`src/rtl/rmat_pkg.sv`:
```
// rmat_pkg: shared widths, opcodes, FSM states and control/status structs
// for the range max/argmax tree core. No dependencies.
`default_nettype none
package rmat_pkg;
    localparam int VAL_W          = 32;
    localparam int POS_W          = 10;
    localparam int SIZE_W         = 11;
    localparam int MAX_LEAVES_DEF = 1024;
    localparam int TREE_NODES_DEF = 4096;
    localparam logic [SIZE_W-1:0] SIZE_RESET = SIZE_W'(1024);

    typedef enum logic {
        OP_UPDATE = 1'b0,
        OP_QUERY  = 1'b1
    } opcode_t;

    typedef enum logic [3:0] {
        ST_CLEAR,
        ST_IDLE,
        ST_Q_POP,
        ST_Q_MERGE,
        ST_U_DESC,
        ST_U_UP,
        ST_U_RD_R,
        ST_U_MERGE,
        ST_FINISH
    } state_t;

    typedef struct packed {
        logic idle;
        logic clear_step;
        logic accept;
        logic q_pop;
        logic q_merge;
        logic u_desc;
        logic u_up;
        logic u_rd_r;
        logic u_merge;
        logic finish;
    } cmd_t;

    typedef struct packed {
        logic clear_last;
        logic stack_empty;
        logic node_hit;
        logic out_of_range;
        logic at_leaf;
        logic at_root;
        logic out_free;
    } status_t;
endpackage
`default_nettype wire

```
`src/rtl/rmat_ctrl.sv`:
```
// rmat_ctrl: sequencing FSM for clear, update and query walks.
// Depends on rmat_pkg.
`default_nettype none
module rmat_ctrl
    import rmat_pkg::*;
(
    input  wire logic    clk,
    input  wire logic    rst_n,
    input  wire logic    in_valid,
    input  wire logic    opcode,
    input  wire status_t status,
    output cmd_t         cmd
);
    state_t state_reg, state_next;

    always_ff @(posedge clk or negedge rst_n)
    begin
        if (!rst_n)
        begin
            state_reg <= ST_CLEAR;
        end
        else
        begin
            state_reg <= state_next;
        end
    end

    always_comb
    begin
        state_next = state_reg;
        unique case (state_reg)
            ST_CLEAR:
            begin
                if (status.clear_last)
                begin
                    state_next = ST_IDLE;
                end
            end
            ST_IDLE:
            begin
                if (in_valid)
                begin
                    state_next = (opcode == OP_QUERY) ? ST_Q_POP : ST_U_DESC;
                end
            end
            ST_Q_POP:
            begin
                if (status.stack_empty)
                begin
                    state_next = ST_FINISH;
                end
                else if (status.node_hit)
                begin
                    state_next = ST_Q_MERGE;
                end
            end
            ST_Q_MERGE:
            begin
                state_next = ST_Q_POP;
            end
            ST_U_DESC:
            begin
                if (status.out_of_range)
                begin
                    state_next = ST_FINISH;
                end
                else if (status.at_leaf)
                begin
                    state_next = status.at_root ? ST_FINISH : ST_U_UP;
                end
            end
            ST_U_UP:
            begin
                state_next = ST_U_RD_R;
            end
            ST_U_RD_R:
            begin
                state_next = ST_U_MERGE;
            end
            ST_U_MERGE:
            begin
                state_next = status.at_root ? ST_FINISH : ST_U_UP;
            end
            ST_FINISH:
            begin
                if (status.out_free)
                begin
                    state_next = ST_IDLE;
                end
            end
            default:
            begin
                state_next = ST_CLEAR;
            end
        endcase
    end

    always_comb
    begin
        cmd            = '0;
        cmd.idle       = (state_reg == ST_IDLE);
        cmd.clear_step = (state_reg == ST_CLEAR);
        cmd.accept     = (state_reg == ST_IDLE) && in_valid;
        cmd.q_pop      = (state_reg == ST_Q_POP);
        cmd.q_merge    = (state_reg == ST_Q_MERGE);
        cmd.u_desc     = (state_reg == ST_U_DESC);
        cmd.u_up       = (state_reg == ST_U_UP);
        cmd.u_rd_r     = (state_reg == ST_U_RD_R);
        cmd.u_merge    = (state_reg == ST_U_MERGE);
        cmd.finish     = (state_reg == ST_FINISH) && status.out_free;
    end
endmodule
`default_nettype wire

```
`config.mk`:
```
export PLATFORM = sky130hd
export DESIGN_NAME = rmat_ctrl
export DESIGN_NICKNAME = d
export VERILOG_FILES = /design/src/rtl/rmat_pkg.sv /design/src/rtl/rmat_ctrl.sv
export SDC_FILE = /design/constraint.sdc
export NUM_CORES = 1
export LEC_CHECK = 0
export BUFFER_PORTS_ARGS = -buffer_cell sky130_fd_sc_hd__buf_2
export CORE_AREA = 3 3 40 42
export DETAILED_ROUTE_END_ITERATION = 10
export DIE_AREA = 0 0 43 45
export GPL_TIMING_DRIVEN = 0
export PLACE_DENSITY = 0.62
export SYNTH_ARGS = -nofsm -noshare
export SYNTH_HDL_FRONTEND = slang
export SYNTH_SLANG_ARGS = --single-unit
```
`constraint.sdc`:
```
create_clock -name clk -period 2.41 [get_ports clk]
set_clock_uncertainty 0.1 [all_clocks]
set_input_delay 0.1205 -clock clk [delete_from_list [all_inputs] [get_ports clk]]
set_output_delay 0.1205 -clock clk [all_outputs]
set_load 0.05 [all_outputs]
```
* Word level (Yosys, flattened, before mapping)
Index checks and enable logic that the tools add are counted.
** Cells by class
- Equality and inequality tests :: 13
- Muxes and demuxes :: 10
- Reductions and logical operators :: 4
** Operators by type and width (count)
- $pmux W4 S9 :: 1
- $mux W4 :: 8
- $eq A4 B3 Y1 const B :: 4
- $eq A4 B2 Y1 const B :: 2
- $ne A2 B2 Y1 const B :: 3
- $ne A3 B3 Y1 const B :: 2
- $reduce_and A5 Y1 :: 1
- $eq A4 B1 Y1 const B :: 1
- $eq A4 B4 Y1 const B :: 1
- $logic_not A4 Y1 :: 1
- $mux W3 :: 1
- $logic_and A1 B1 Y1 :: 2
** Storage, ports and cells
- Bits in registers :: 4
- Bits of input ports :: 11
- Output and inout port bits :: 10
- Logic and storage cells :: 28

* Logic depth before layout (Yosys ltp)
Gate-level depths: netlist (run 1).
- Depth after elaboration :: 4
- Depth in mapped cells :: 5
- Depth with buffers taken out :: 4

* Least setup slack after synthesis (run 1)
OpenSTA, ideal clock, no wires.
- Path kind :: register to register
- Start :: register state_reg[0]
- End :: register state_reg[2]
- Library setup time :: 128 ps
- Arrival time :: 2160 ps
- Required time :: 2182 ps
- Setup slack :: 22 ps
- Cell stages (with the launch flop) :: 6
- Buffers on the path :: 1
- Clock period less this slack :: 2388 ps
- Cells stage by stage :: dfrtp_1 > buf_2 > nand2b_1 > nor3_1 > a21bo_2 > o21ai_0
** RTL lines
- start: declaration :: RTL line rmat_ctrl.sv:14 : state_t state_reg, state_next;
- start signal: assignment :: RTL line rmat_ctrl.sv:24 : state_reg <= state_next;

==> impl_metrics.csv, run 1 <==
group,metric,value,unit
outcome,status,"finished clean",
synthesis,synth_compound_area_share,27.4,%
cts,cts_max_level,1,
synthesis,synthSimpleGateAreaFrac,39.7,%
cts,clkLatencyLatePin,0.24,ns
synthesis,ys_ff_latch,4,
cts,cts-root-buf,"clkbuf_4",
cts,cts_tree,"done",
final_layout,drive_above_1_share,37.3,%
synthesis,synth.most_common_cell,"nor2_1",
global_routing,track_usage,13.8,%
worst_setup_path,cp-start-kind,"register",
worst_setup_path,cp.arrival,1.61,ns
global_routing,grt_pass1_wl,1.96,mm
floorplan,die_x,43,um
worst_hold_path,hp-class,"in -> reg",
floorplan,ios,21,
timing,period_minus_slack,1.83,ns
floorplan,rows,13,
worst_setup_path,slowest_stage,"dfrtp_1",
place,place_congestion,0.860,
detailed_routing,firstDrtPassIters,4,
detailed_routing,wire_per_inst,12.1,um
cts,path_clk_slew,0.04,ns
place,placed_cells,94,
place,numPortBuffers,20,
place,hpwl,940,um
worst_setup_path,cp.required,2.19,ns
final_layout,final-instance-count-excl-fill,98,
synthesis,yosysWarnings,0,
timing,holdWs,0.0174,ns
pwr,p_leak,0.289,nW
worst_hold_path,hold_path_depth,2,
synthesis,synth_common_cells,"nor2_1, nor3_1, o21ai_0",
synthesis,synth_area_leader_cell,"dfrtp_1",
synthesis,synth_area_leaders,"dfrtp_1, nor2_1, nor3_1",
global_routing,antenna_found_initial,0,
worst_setup_path,critPathMaxStageDelay,0.37,ns
detailed_routing,vias_per_cell,5.50,
synthesis,synth.cell_area,438,um2
global_routing,grt_pass1_vias,453,
synthesis,synth_enable_flop_cells,0,
synthesis,synth_xor_area_share,0,%
timing,rsz0062_at_grt,"no",
final_layout,fill_cells,137,
detailed_routing,totalWireLength,1.19,mm
synthesis,synth-adder-area-share,0,%
worst_setup_path,crit_chain,"buf_2, nand2b_1, nor3_1, buf_2",
cts,clock-sinks,4,
pwr,power.density,1420,nW/um2
job,cap_violations,0,
timing,hold_viol,0,
timing,max_freq,545,MHz
floorplan,core_area,1280,um2
floorplan,start_util,34.1,%
synthesis,synth_top_area_share,22.9,%
detailed_routing,drc,0,
final_layout,final_nets,96,
synthesis,yosysUniqueCellTypes,31,
worst_setup_path,reg2reg_depth,3,
worst_setup_path,critPathKind,"reg -> out",
final_layout,largest_reg_flops,4,
pwr,peakVddDrop,0.000613,V
floorplan,dieArea,1940,um2
final_layout,layout-area-overhead-vs-synth,34.6,%
floorplan,die_y,45,um
synthesis,async_flop_share,100,%
synthesis,synth.avg_cell_area,7.42,um2
worst_setup_path,endpoint_kind,"primary output",
global_routing,grt-ovfl-total,0,
detailed_routing,vias,539,
timing,tightest_slew,0.416,ns
final_layout,final_util,45.9,%
timing,drv_slew,0,
timing,relSlewSlack,71.6,%
synthesis,synth_top_family_by_area,"simple AND/OR/NAND/NOR gates",
cts,cts_made_buffers,3,
worst_setup_path,crit_top_cell,"buf_2",
synthesis,seq_area_frac_synth,22.9,%
timing,finalCritPeriodShare,76.1,%
synthesis,yosys-mux-area-fraction,2.29,%
timing,setup_tns,0,ns
worst_setup_path,cp_max_fo,10,
synthesis,syn_inst,59,
cts,cts_buffer_depth,2,
cts,cts_resized,0,
synthesis,synth_ff_type,"dfrtp_1",
final_layout,diodes,0,
detailed_routing,drt-initial-drc-count,30,
detailed_routing,ant_nets,0,
synthesis,synth_fp_nets,70,
global_routing,grt_max_degree,11,
timing,finalSetupViolCount,0,
## stage by stage
stage               area, um2  power [mW]  setup WS [ns]
floorplan                 438       0.620         0.0222
global placement          557       0.754          0.795
detailed placement        557       0.750          0.808
CTS                       589       0.839          0.567
global route              589       0.906          0.460
finish                    589       0.837          0.575
## routing by layer
metal  up-vias  track usage, %  routed length, um  part of all wire (%)
met5         -               0                  0                     0
met4         0            6.02                 16                   1.3
met3         2            5.18                164                    14
met2        37            19.5                517                    44
met1       235            18.6                490                    41
li1        265               -                  -                     -
## logic make-up (layout without fill, tap and decap cells)
logic type,Yosys count,in the layout
multiplexers,1,1
flip-flops,4,4
buffers and inverters,7,31
AND/OR/NAND/NOR,30,30
AO/OA/AOI/OAI,17,17
## timing repair
action,4_1_cts,5_1_grt
setup buffers,0,0
hold endpoints to repair,4,0
hold buffers,1,0
## worst paths after layout
path	startpoint	endpoint	slack (ns)
worst max register to register	state_reg[3]	state_reg[0]	0.81
worst min register to register	state_reg[2]	state_reg[3]	0.69
worst min-delay path	status[5]	state_reg[1]	0.02
min in group asynchronous	rst_n	state_reg[0]	0.11
max in group asynchronous	rst_n	state_reg[3]	1.98
worst max-delay path	state_reg[0]	cmd[6]	0.58
## layout by cell type, fill, tap and decap left out, types with 2 or more instances in the layout
master and count:
clkbuf_4 3, o21ai_0 5, nand2b_1 2, nor3_1 5, inv_1 3, nand2_1 2, nor2_1 10, a22oi_1 2
nor2b_1 2, buf_2 23, dfrtp_1 4
## cell type report
class                      count  area, um2  share of cell area [%]
clock buffer                   3       22.5                    3.82
timing repair buffer          21        110                    18.7
sequential                     4        100                    17.0
multi-input combinational     48        304                    51.6
buffer                         4       22.5                    3.82
inverter                       3       11.3                    1.91
tap                           15       18.8                    3.18
## critical path: cells and delay by family, from the launching register on
kind                   cells  cell delay [ns]
DFF                        1             0.37
and+or+nand+nor            2             0.49
buffers and inverters      2             0.51
## where the power goes
group | total (mW) | switching [mW] | internal (mW)
registers | 0.124 | 0.0268 | 0.0968
logic | 0.629 | 0.423 | 0.206
clock network | 0.0839 | 0.0282 | 0.0557
total | 0.837 | 0.478 | 0.359
No activity file was read; power rests on OpenSTA's default activity.
==> run 2, diff against run 1 <==
==> constraint.sdc (replaced) <==
create_clock -name clk -period 1.8 [get_ports clk]
set_clock_uncertainty 0.1 [all_clocks]
set_input_delay 0.09 -clock clk [delete_from_list [all_inputs] [get_ports clk]]
set_output_delay 0.09 -clock clk [all_outputs]
set_load 0.05 [all_outputs]
==> run 2 against run 1 <==
Global-route usage increased by 1.3 points. Clock power rose by 31%. Critical endpoint is now cmd[0]. Largest cell class unchanged. Final cell count increased by 1.0%.
==> impl_metrics.csv, run 2 (synthesis results as in run 1) <==
group,metric,value,unit
outcome,status,"finished clean",
detailed_routing,firstDrtPassIters,4,
worst_setup_path,critPathMaxStageDelay,0.41,ns
floorplan,core_area,1280,um2
timing,finalCritPeriodShare,95.2,%
cts,clkLatencyLatePin,0.23,ns
timing,setup_ws,0.0870,ns
final_layout,final_nets,97,
worst_hold_path,hp-class,"in -> async",
worst_setup_path,cp_max_fo,10,
worst_setup_path,crit_buf_inv,2,
final_layout,drive_above_1_share,41.7,%
floorplan,ios,21,
floorplan,die_y,45,um
detailed_routing,drt-initial-drc-count,18,
worst_setup_path,crit_chain,"buf_2, nor3_2, and3_1, buf_2",
worst_setup_path,cp.required,1.61,ns
pwr,peakVddDrop,0.000990,V
worst_setup_path,slowest_stage,"dfrtp_1",
place,place_congestion,0.831,
detailed_routing,totalWireLength,1.20,mm
cts,cts_made_buffers,3,
detailed_routing,ant_nets,0,
global_routing,grt_max_degree,11,
worst_setup_path,crit_top_cell,"buf_2",
worst_setup_path,r2r_slack,0.17,ns
global_routing,antenna_found_initial,0,
floorplan,die_x,43,um
worst_setup_path,reg2reg_depth,3,
final_layout,final_common_cell,"buf_2",
detailed_routing,drc,0,
timing,hold_viol,0,
timing,max_freq,584,MHz
pwr,power.density,1870,nW/um2
pwr,power,1.18,mW
global_routing,top_usage_layer,"met2",
global_routing,grt-ovfl-total,0,
floorplan,dieArea,1940,um2
worst_setup_path,critPathKind,"reg -> out",
worst_setup_path,r2r_end,"state_reg[0]",
global_routing,grt_pass1_wl,2.19,mm
timing,period_minus_slack,1.71,ns
detailed_routing,vias,523,
timing,tightest_slew,0.360,ns
worst_setup_path,cp.arrival,1.52,ns
final_layout,diodes,0,
cts,cts_setup_buffers,0,
timing,setup_tns,0,ns
detailed_routing,wire_per_inst,12.2,um
worst_setup_path,crit_family,"buffers and inverters",
global_routing,use_met1,20.8,%
timing,holdWs,0.0963,ns
cts,cts_buffer_depth,2,
place,dp_slack,0.177,ns
floorplan,start_util,34.1,%
timing,finalSetupViolCount,0,
timing,rsz0062_at_grt,"no",
cts,path_clk_slew,0.04,ns
pwr,p_leak,0.309,nW
timing,drv_slew,0,
job,cap_violations,0,
global_routing,track_usage,15.0,%
global_routing,grtUsageMet2,21.6,%
global_routing,use_met3,5.18,%
final_layout,final_cell_mix,"buf_2, nor2_1, o21ai_0",
cts,cts-root-buf,"clkbuf_4",
cts,cts_tree,"done",
cts,clock-sinks,4,
place,hpwl,925,um
place,numPortBuffers,20,
detailed_routing,vias_per_cell,5.28,
final_layout,layout-area-overhead-vs-synth,44.0,%
worst_setup_path,cp-start-kind,"register",
worst_setup_path,reg2reg_from,"state_reg[3]",
floorplan,rows,13,
global_routing,grt_pass1_vias,497,
final_layout,largest_reg_flops,4,
worst_setup_path,endpoint_kind,"primary output",
final_layout,fill_cells,133,
cts,cts_max_level,1,
timing,relSlewSlack,75.4,%
[run 2: cell count changes in the layout (fill, tap and decap cells not counted), sizes merged]
cell,change
clkbuf,+1
dlygate4sd3,+1
buf,-1
[run 2: worst max path at each step]
stage                       startpoint            to  cells past startpoint
after CTS                 state_reg[1]        cmd[0]                      4
after floorplan           state_reg[0]  state_reg[2]                      5
after detailed placement  state_reg[3]  state_reg[0]                      3
after global placement    state_reg[3]  state_reg[0]                      4
final                     state_reg[1]        cmd[0]                      4
after global routing      state_reg[1]        cmd[6]                      4
[run 2: timing repair]
item,in CTS,in global routing
hold endpoints to repair,5,0
endpoints found under the setup margin,1,1
hold buffers,2,0
pin swaps,0,0
gates resized for setup,1,1
[run 2: cell type report]
type	count	area (um2)	share of cell area, %
multi-input cells	48	333	52.8
repair buffers	22	123	19.4
flip-flops and latches	4	100	15.9
clock buffers	3	22.5	3.57
plain buffers	4	22.5	3.57
well taps	15	18.8	2.98
inverters	3	11.3	1.79
[run 2: power breakdown]
| group | switching (mW) | internal [mW] | total, mW |
|---|---|---|---|
| Sequential | 0.0478 | 0.129 | 0.177 |
| Combinational | 0.585 | 0.304 | 0.889 |
| Clock | 0.0351 | 0.0745 | 0.110 |
| Total | 0.668 | 0.508 | 1.18 |
[run 2: metal layers]
| metal | part of all wire, % | vias up |
|---|---|---|
| met2 | 44 | 25 |
| met1 | 48 | 228 |
| met4 | 0 | 0 |
| li1 | - | 270 |
| met5 | 0 | - |
| met3 | 8.6 | 0 |
[run 2: through the flow]
| step | cell area, um2 | std cells | utilization (%) |
|---|---|---|---|
| 5_1_grt | 631 | 99 | 49.1 |
| 3_3_place_gp | 581 | 94 | 45.2 |
| 2_1_floorplan | 462 | 59 | - |
| 6_report | 631 | 99 | 49.1 |
| 3_5_place_dp | 581 | 94 | 45.2 |
| 4_1_cts | 628 | 99 | 48.9 |
